===== src/rtl/chd_pkg.sv =====
// Package with the item types and constants of the chunked body decoder.
package chd_pkg;

  // Width of the chunk size counter.
  localparam int unsigned SIZE_BITS = 32;

  // Characters that the size line and chunk framing use.
  localparam logic [7:0] CH_CR    = 8'h0D;
  localparam logic [7:0] CH_LF    = 8'h0A;
  localparam logic [7:0] CH_SPACE = 8'h20;
  localparam logic [7:0] CH_TAB   = 8'h09;
  localparam logic [7:0] CH_X_LO  = 8'h78;
  localparam logic [7:0] CH_X_UP  = 8'h58;

  // Status codes carried with a result item.
  typedef enum logic [1:0] {
    ST_NONE  = 2'd0,
    ST_DONE  = 2'd1,
    ST_ERROR = 2'd2
  } status_t;

  // One raw body byte with its last-of-body flag.
  typedef struct packed {
    logic [7:0] body_byte;
    logic       end_of_body;
  } body_item_t;

  // One decoded result.
  typedef struct packed {
    logic       byte_valid;
    logic [7:0] out_byte;
    status_t    status;
  } result_item_t;

endpackage


===== src/rtl/chd_in_reg.sv =====
// Input register stage that holds one body item for the decode step.
module chd_in_reg (
  input  logic                clk,
  input  logic                rst,
  input  logic                body_valid,
  output logic                body_ready,
  input  chd_pkg::body_item_t body_item,
  output logic                stage_valid,
  input  logic                stage_take,
  output chd_pkg::body_item_t stage_item
);

  logic                valid_q;
  chd_pkg::body_item_t item_q;

  // The stage can load when it is empty or its item leaves this cycle.
  assign body_ready  = !valid_q || stage_take;
  assign stage_valid = valid_q;
  assign stage_item  = item_q;

  // Valid flag.
  always_ff @(posedge clk) begin
    if (rst) begin
      valid_q <= 1'b0;
    end else if (body_ready) begin
      valid_q <= body_valid;
    end
  end

  // Payload register.
  always_ff @(posedge clk) begin
    if (body_valid && body_ready) begin
      item_q <= body_item;
    end
  end

endmodule


===== src/rtl/chd_core.sv =====
// Chunked framing state machine that decodes one body byte per cycle while step is high.
module chd_core (
  input  logic                  clk,
  input  logic                  rst,
  input  logic                  step,
  input  chd_pkg::body_item_t   item,
  output logic                  has_result,
  output chd_pkg::result_item_t result
);

  typedef enum logic [2:0] {
    PH_SIZE,
    PH_EXT,
    PH_LINE_CR,
    PH_DATA,
    PH_DATA_CR,
    PH_DATA_LF,
    PH_DONE,
    PH_ERR
  } phase_t;

  localparam int unsigned SB = chd_pkg::SIZE_BITS;

  phase_t                      phase, phase_next;
  logic [SB-1:0]               bytes_left, bytes_left_next;
  logic                        digit_seen, digit_seen_next;
  logic                        leading_zero_only, leading_zero_only_next;
  logic                        status_sent, status_sent_next;

  logic [7:0]                  c;
  logic                        is_hex;
  logic [3:0]                  digit;
  logic [SB-1:0]               left_dec;
  logic                        byte_valid;
  chd_pkg::status_t            status;

  assign c        = item.body_byte;
  assign left_dec = bytes_left - SB'(1);

  // Hex digit decode of the current byte.
  always_comb begin
    is_hex = 1'b1;
    digit  = 4'd0;
    if (c >= 8'h30 && c <= 8'h39) begin
      digit = 4'(c - 8'h30);
    end else if (c >= 8'h61 && c <= 8'h66) begin
      digit = 4'(c - 8'h57);
    end else if (c >= 8'h41 && c <= 8'h46) begin
      digit = 4'(c - 8'h37);
    end else begin
      is_hex = 1'b0;
    end
  end

  // Next state and result for the byte in the input stage.
  always_comb begin
    phase_next             = phase;
    bytes_left_next        = bytes_left;
    digit_seen_next        = digit_seen;
    leading_zero_only_next = leading_zero_only;
    status_sent_next       = status_sent;
    byte_valid             = 1'b0;
    status                 = chd_pkg::ST_NONE;

    unique case (phase)
      PH_SIZE: begin
        if (!digit_seen) begin
          if (c == chd_pkg::CH_SPACE || c == chd_pkg::CH_TAB) begin
            phase_next = PH_SIZE;
          end else if (is_hex) begin
            bytes_left_next        = SB'(digit);
            digit_seen_next        = 1'b1;
            leading_zero_only_next = (digit == 4'd0);
          end else begin
            status = chd_pkg::ST_ERROR;
          end
        end else if (is_hex) begin
          // A nonzero top nibble means one more digit would overflow.
          if (|bytes_left[SB-1 -: 4]) begin
            status = chd_pkg::ST_ERROR;
          end else begin
            bytes_left_next        = {bytes_left[SB-5:0], digit};
            leading_zero_only_next = 1'b0;
          end
        end else if ((c == chd_pkg::CH_X_LO || c == chd_pkg::CH_X_UP)
                     && leading_zero_only) begin
          leading_zero_only_next = 1'b0;
        end else if (c == chd_pkg::CH_CR) begin
          phase_next = PH_LINE_CR;
        end else begin
          phase_next = PH_EXT;
        end
      end
      PH_EXT: begin
        if (c == chd_pkg::CH_CR) begin
          phase_next = PH_LINE_CR;
        end
      end
      PH_LINE_CR: begin
        if (c == chd_pkg::CH_LF) begin
          digit_seen_next        = 1'b0;
          leading_zero_only_next = 1'b0;
          if (bytes_left == '0) begin
            status = chd_pkg::ST_DONE;
          end else begin
            phase_next = PH_DATA;
          end
        end else if (c != chd_pkg::CH_CR) begin
          phase_next = PH_EXT;
        end
      end
      PH_DATA: begin
        byte_valid      = 1'b1;
        bytes_left_next = left_dec;
        if (left_dec == '0) begin
          phase_next = PH_DATA_CR;
        end
      end
      PH_DATA_CR: begin
        if (c == chd_pkg::CH_CR) begin
          phase_next = PH_DATA_LF;
        end else begin
          status = chd_pkg::ST_ERROR;
        end
      end
      PH_DATA_LF: begin
        if (c == chd_pkg::CH_LF) begin
          phase_next = PH_SIZE;
        end else begin
          status = chd_pkg::ST_ERROR;
        end
      end
      PH_DONE, PH_ERR: begin
        phase_next = phase;
      end
      default: begin
        phase_next = phase;
      end
    endcase

    // A status is sent once, and the block then parks until the body ends.
    if (status == chd_pkg::ST_DONE) begin
      phase_next       = PH_DONE;
      status_sent_next = 1'b1;
    end else if (status == chd_pkg::ST_ERROR) begin
      phase_next       = PH_ERR;
      status_sent_next = 1'b1;
    end

    // The last byte of a body flags an early end unless a status was already sent, and restarts the parser.
    if (item.end_of_body) begin
      if (!status_sent_next) begin
        status = chd_pkg::ST_ERROR;
      end
      phase_next             = PH_SIZE;
      bytes_left_next        = '0;
      digit_seen_next        = 1'b0;
      leading_zero_only_next = 1'b0;
      status_sent_next       = 1'b0;
    end
  end

  assign has_result        = byte_valid || (status != chd_pkg::ST_NONE);
  assign result.byte_valid = byte_valid;
  assign result.out_byte   = byte_valid ? c : 8'h00;
  assign result.status     = status;

  // Parser state.
  always_ff @(posedge clk) begin
    if (rst) begin
      phase             <= PH_SIZE;
      bytes_left        <= '0;
      digit_seen        <= 1'b0;
      leading_zero_only <= 1'b0;
      status_sent       <= 1'b0;
    end else if (step) begin
      phase             <= phase_next;
      bytes_left        <= bytes_left_next;
      digit_seen        <= digit_seen_next;
      leading_zero_only <= leading_zero_only_next;
      status_sent       <= status_sent_next;
    end
  end

endmodule


===== src/rtl/chd_out_reg.sv =====
// Result register that holds one decoded item until the receiver takes it.
module chd_out_reg (
  input  logic                  clk,
  input  logic                  rst,
  input  logic                  load,
  input  chd_pkg::result_item_t load_item,
  output logic                  can_load,
  output logic                  result_valid,
  input  logic                  result_ready,
  output chd_pkg::result_item_t result_item
);

  logic                  valid_q;
  chd_pkg::result_item_t item_q;

  // A new result fits when the register is empty or being emptied.
  assign can_load     = !valid_q || result_ready;
  assign result_valid = valid_q;
  assign result_item  = item_q;

  // Valid flag.
  always_ff @(posedge clk) begin
    if (rst) begin
      valid_q <= 1'b0;
    end else if (load) begin
      valid_q <= 1'b1;
    end else if (result_ready) begin
      valid_q <= 1'b0;
    end
  end

  // Payload register.
  always_ff @(posedge clk) begin
    if (load) begin
      item_q <= load_item;
    end
  end

endmodule


===== src/rtl/http_chunked_body_decoder.sv =====
// Top level of the HTTP/1.1 chunked transfer body decoder.
//
// Usage: raw body bytes enter on the body channel (body_valid, body_ready,
// body_item), one byte per item with an end_of_body flag on the last byte.
// Decoded results leave on the result channel (result_valid, result_ready,
// result_item): a payload byte, a done status, an error status, or a payload
// byte together with an error when the body ends early on a data byte.
// Framing bytes that produce nothing send no result item.
// A result passes through the input register and then the result register before
// it is offered; a stalled receiver can hold the byte in the input register.
// Throughput: one byte per cycle, sustained while the receiver does not stall;
// the framing state machine takes one step per cycle, and the state it leaves
// is needed by the next byte. Reset (rst, synchronous) empties both registers
// and puts the parser at the start of a chunk-size line. The same restart
// happens after every byte that carries end_of_body.
// When the receiver stalls, the result register holds its item; the input
// register still takes one more byte, and body_ready then falls until the
// result is taken.
module http_chunked_body_decoder (
  input  logic                  clk,
  input  logic                  rst,
  input  logic                  body_valid,
  output logic                  body_ready,
  input  chd_pkg::body_item_t   body_item,
  output logic                  result_valid,
  input  logic                  result_ready,
  output chd_pkg::result_item_t result_item
);

  logic                  stage_valid;
  logic                  stage_take;
  chd_pkg::body_item_t   stage_item;
  logic                  can_load;
  logic                  has_result;
  chd_pkg::result_item_t core_result;

  // A held byte is decoded when the result register has room.
  assign stage_take = stage_valid && can_load;

  chd_in_reg u_in_reg (
    .clk         (clk),
    .rst         (rst),
    .body_valid  (body_valid),
    .body_ready  (body_ready),
    .body_item   (body_item),
    .stage_valid (stage_valid),
    .stage_take  (stage_take),
    .stage_item  (stage_item)
  );

  chd_core u_core (
    .clk        (clk),
    .rst        (rst),
    .step       (stage_take),
    .item       (stage_item),
    .has_result (has_result),
    .result     (core_result)
  );

  chd_out_reg u_out_reg (
    .clk          (clk),
    .rst          (rst),
    .load         (stage_take && has_result),
    .load_item    (core_result),
    .can_load     (can_load),
    .result_valid (result_valid),
    .result_ready (result_ready),
    .result_item  (result_item)
  );

endmodule


===== config.mk =====
export PLATFORM = sky130hd
export DESIGN_NAME = http_chunked_body_decoder
export DESIGN_NICKNAME = d
export VERILOG_FILES = /design/src/rtl/chd_pkg.sv /design/src/rtl/chd_in_reg.sv /design/src/rtl/chd_core.sv /design/src/rtl/chd_out_reg.sv /design/src/rtl/http_chunked_body_decoder.sv
export SDC_FILE = /design/constraint.sdc
export NUM_CORES = 1
export LEC_CHECK = 0
export BUFFER_PORTS_ARGS = -buffer_cell sky130_fd_sc_hd__buf_4
export CORE_ASPECT_RATIO = 0.75
export CORE_MARGIN = 3
export CORE_UTILIZATION = 60
export DETAILED_ROUTE_END_ITERATION = 7
export PLACE_DENSITY = 0.79
export SYNTH_ARGS = -nofsm -noshare
export SYNTH_HDL_FRONTEND = slang
export SYNTH_SLANG_ARGS = --single-unit

===== constraint.sdc =====
create_clock -name clk -period 6.4 [get_ports clk]
set_clock_uncertainty 0.05 [all_clocks]
set_input_delay 0.96 -clock clk [delete_from_list [all_inputs] [get_ports clk]]
set_output_delay 0.96 -clock clk [all_outputs]
set_load 0.03 [all_outputs]

==> flow_summary.json <==
{
  "first_pass_iters": 5,
  "cts.path.max_buffers": 2,
  "path_depth": 11,
  "clock-sinks": 60,
  "gp_congestion": 0.936,
  "antenna_cells": 0,
  "initial_core_util_pct": 62.9,
  "multiInputGateArea_sq_um": 2380,
  "synth_edf_count": 20,
  "clk_pin_slew_ns": 0.07,
  "clkLatencyLatePin_ns": 0.35,
  "post-cts-setup-buffer-count": 0,
  "seqCellArea_sq_um": 1400,
  "num_rows": 25,
  "avgSynthCellArea_sq_um": 7.96,
  "cts_buffers": 9,
  "cp_slowest_cell": "or4b_1",
  "reg2reg_depth": 11,
  "critical_path.most_common_cell": "nor2_1",
  "fp.dieW_microns": 100,
  "grt_overflow": 0,
  "drc": 0,
  "max_freq_ghz": 0.258,
  "start_kind": "flop",
  "via_per_inst": 6.53,
  "hold_viol": 0,
  "cts_hold_buf": 0,
  "portBuffers": 25,
  "grt_max_degree": 50,
  "rrSetupSlack_ns": 2.52,
  "slowest_delay_ns": 0.63,
  "finalNetCount": 525,
  "setup_viol": 0,
  "worst_pin_slew_ns": 1.02,
  "final_common_cell": "nor2_1",
  "ys_warn_count": 0,
  "fin_ws_ns": 2.52,
  "area.growth.synth_to_final_pct": 8.82,
  "worstPathMaxFanout": 12,
  "ys_seq_area_share_pct": 34.9,
  "synthFlopType": "dfxtp_1",
  "syn_nets": 527,
  "drt-total-wl_microns": 10400,
  "fin_setup_tns_ns": 0,
  "r2r_end": "u_out_reg.result_item[8]",
  "swShare_pct": 29.5,
  "power.switching_w": 0.000264,
  "cts.repair.resized": 0,
  "root_buffer": "clkbuf_8",
  "antenna_found_initial": 0,
  "grt_pass1_wl_microns": 17200,
  "crit_family": "simple AND/OR/NAND/NOR gates",
  "place_ws_ns": 2.64,
  "post-route-period-util_pct": 60.6,
  "ys_ff_latch": 60,
  "synth_top_area_share_pct": 20.0,
  "syn_inst": 504,
  "first_global_vias": 3406,
  "power_w": 0.000895,
  "path_cells": "or4b_1 -> a311oi_2 -> nor2_1 -> mux2i_1 -> a31oi_1 -> inv_1 -> ha_1 -> nor2_1 -> nand3b_1 -> a41oi_1 -> buf_4",
  "design.core.area_sq_um": 6380,
  "yosysUniqueCellTypes": 66,
  "min_from": "u_core.leading_zero_only",
  "maxCapViolations": 0,
  "syn_area_sq_um": 4010,
  "slew_violations": 0,
  "p_int_w": 0.000631,
  "grt_setup_unrepaired": "false",
  "fillers": 535,
  "power_density_nw_per_um2": 205,
  "critPathCapture": "u_out_reg.result_item[8]",
  "drt_iter0_markers": 361,
  "crit_start": "u_in_reg.stage_item[4]",
  "status": "completed",
  "wire_per_inst_microns": 17.6,
  "critPathKind": "reg -> reg",
  "ctsHtreeMaxLevel": 3,
  "p_comb_share_pct": 14.6,
  "critPathCaptureType": "flop",
  "critPathBufInv": 2,
  "clock_power_share_pct": 38.3,
  "dpl.hpwl_microns": 6950,
  "ant_nets": 0,
  "die-area_sq_um": 7720,
  "final_cell_mix": "nor2_1, a21oi_1, dfxtp_1",
  "utilization_pct": 68.5,
  "ios": 26,
  "hp-class": "reg -> reg",
  "max_slew_margin_pct": 31.8,
  "cts_tree": "yes",
  "vdd_drop_max_v": 0.000184,
  "critPathRequiredTime_ns": 6.40,
  "power_frac_seq_pct": 47.1,
  "synthTopCellsByArea": "dfxtp_1, edfxtp_1, a21oi_1",
  "drive_gt1_share_pct": 11.8,
  "finalCriticalPeriod_ns": 3.88,
  "ys_async_sr_fraction_pct": 0,
  "arrival_ns": 3.88,
  "synth_area_leader_cell": "dfxtp_1",
  "grtUsageTotal_pct": 27.7,
  "rr_startpoint": "u_in_reg.stage_item[4]",
  "via_count": 3837,
  "dieHeight_microns": 76.8,
  "p_leak_nw": 1.65
}
-- worst min-delay path, stage by stage (launching register included) --
cell     delay (ns)
dfxtp_1        0.32
o21ai_0        0.07
a21oi_1        0.07
-- how the worst min path moves through the flow --
| stage | slack, ns | to | depth (start not counted) |
|---|---|---|---|
| global route | 0.49 | u_core.status_sent | 2 |
| floorplan | 0.40 | u_core.leading_zero_only | 2 |
| finish | 0.46 | u_core.leading_zero_only | 2 |
| global placement | 0.42 | u_core.leading_zero_only | 2 |
| CTS | 0.47 | u_core.leading_zero_only | 2 |
| detailed placement | 0.46 | u_core.leading_zero_only | 2 |
-- sequential cells by signal, summed over array words and instances (netlist names) --
| signal | count |
|---|---|
| u_out_reg.result_item | 11 |
| u_core.phase | 3 |
| u_in_reg.stage_valid | 1 |
| u_out_reg.result_valid | 1 |
| u_core.bytes_left | 32 |
| u_core.leading_zero_only | 1 |
| u_in_reg.stage_item | 9 |
| u_core.status_sent | 1 |
| u_core.digit_seen | 1 |
-- cell usage after synthesis, drive strengths merged (5+ instances only) --
cell type / instances
dfxtp: 40
nand2: 35
clkbuf: 34
xor2: 8
xnor2: 17
nor3b: 5
nor2: 63
nor3: 35
inv: 18
and3: 8
or3: 7
or4: 8
a2111oi: 6
a211oi: 5
o21ai: 11
a31oi: 11
buf: 9
a21oi: 57
edfxtp: 20
nand3: 18
nor4: 14
ha: 10
and2: 7
-- per-layer routing --
metal	part of all wire, %	vias to the layer above	GRT usage (%)	routed length, microns
li1	-	1833	-	-
met1	48	1800	43.0	4990
met2	42	195	38.2	4330
met3	9.0	9	5.00	938
met4	1.0	0	9.15	106
met5	0	-	0	0
-- cells by family (layout without fill, tap and decap cells) --
group	after synthesis	in the layout	synth area share [%]
AND/OR/NAND/NOR	223	223	29.8
AO/OA/AOI/OAI	121	121	19.5
buffers and inverters	61	64	6.20
flip-flops	60	60	34.9
XOR/XNOR	25	25	5.46
adder cells (fa/ha/maj)	10	10	3.12
multiplexers	4	4	0.998
-- power groups by stage --
stage | clock network (W) | registers (W) | logic, W
after global placement | 0 | 0.000429 | 0.000124
after floorplan | 0 | 0.000436 | 0.0000813
after global routing | 0.000365 | 0.000423 | 0.000142
after CTS | 0.000347 | 0.000421 | 0.000128
final | 0.000343 | 0.000421 | 0.000131
after detailed placement | 0 | 0.000429 | 0.000128
-- final cells by class --
class	count	share of cell area, %
flip-flops and latches	60	32.1
inverters	18	1.55
clock buffers	9	2.84
well taps	81	2.32
multi-input cells	383	54.5
clock inverters	7	1.55
repair buffers	30	5.16
-- through the flow --
stage	cell area, sq um	std cells	hold WS, ns
2_1_floorplan	4010	504	0.400
3_3_place_gp	4180	572	0.421
3_5_place_dp	4180	572	0.457
4_1_cts	4370	588	0.466
5_1_grt	4370	588	0.489
6_report	4370	588	0.460
No activity file was read; power rests on OpenSTA's default activity.
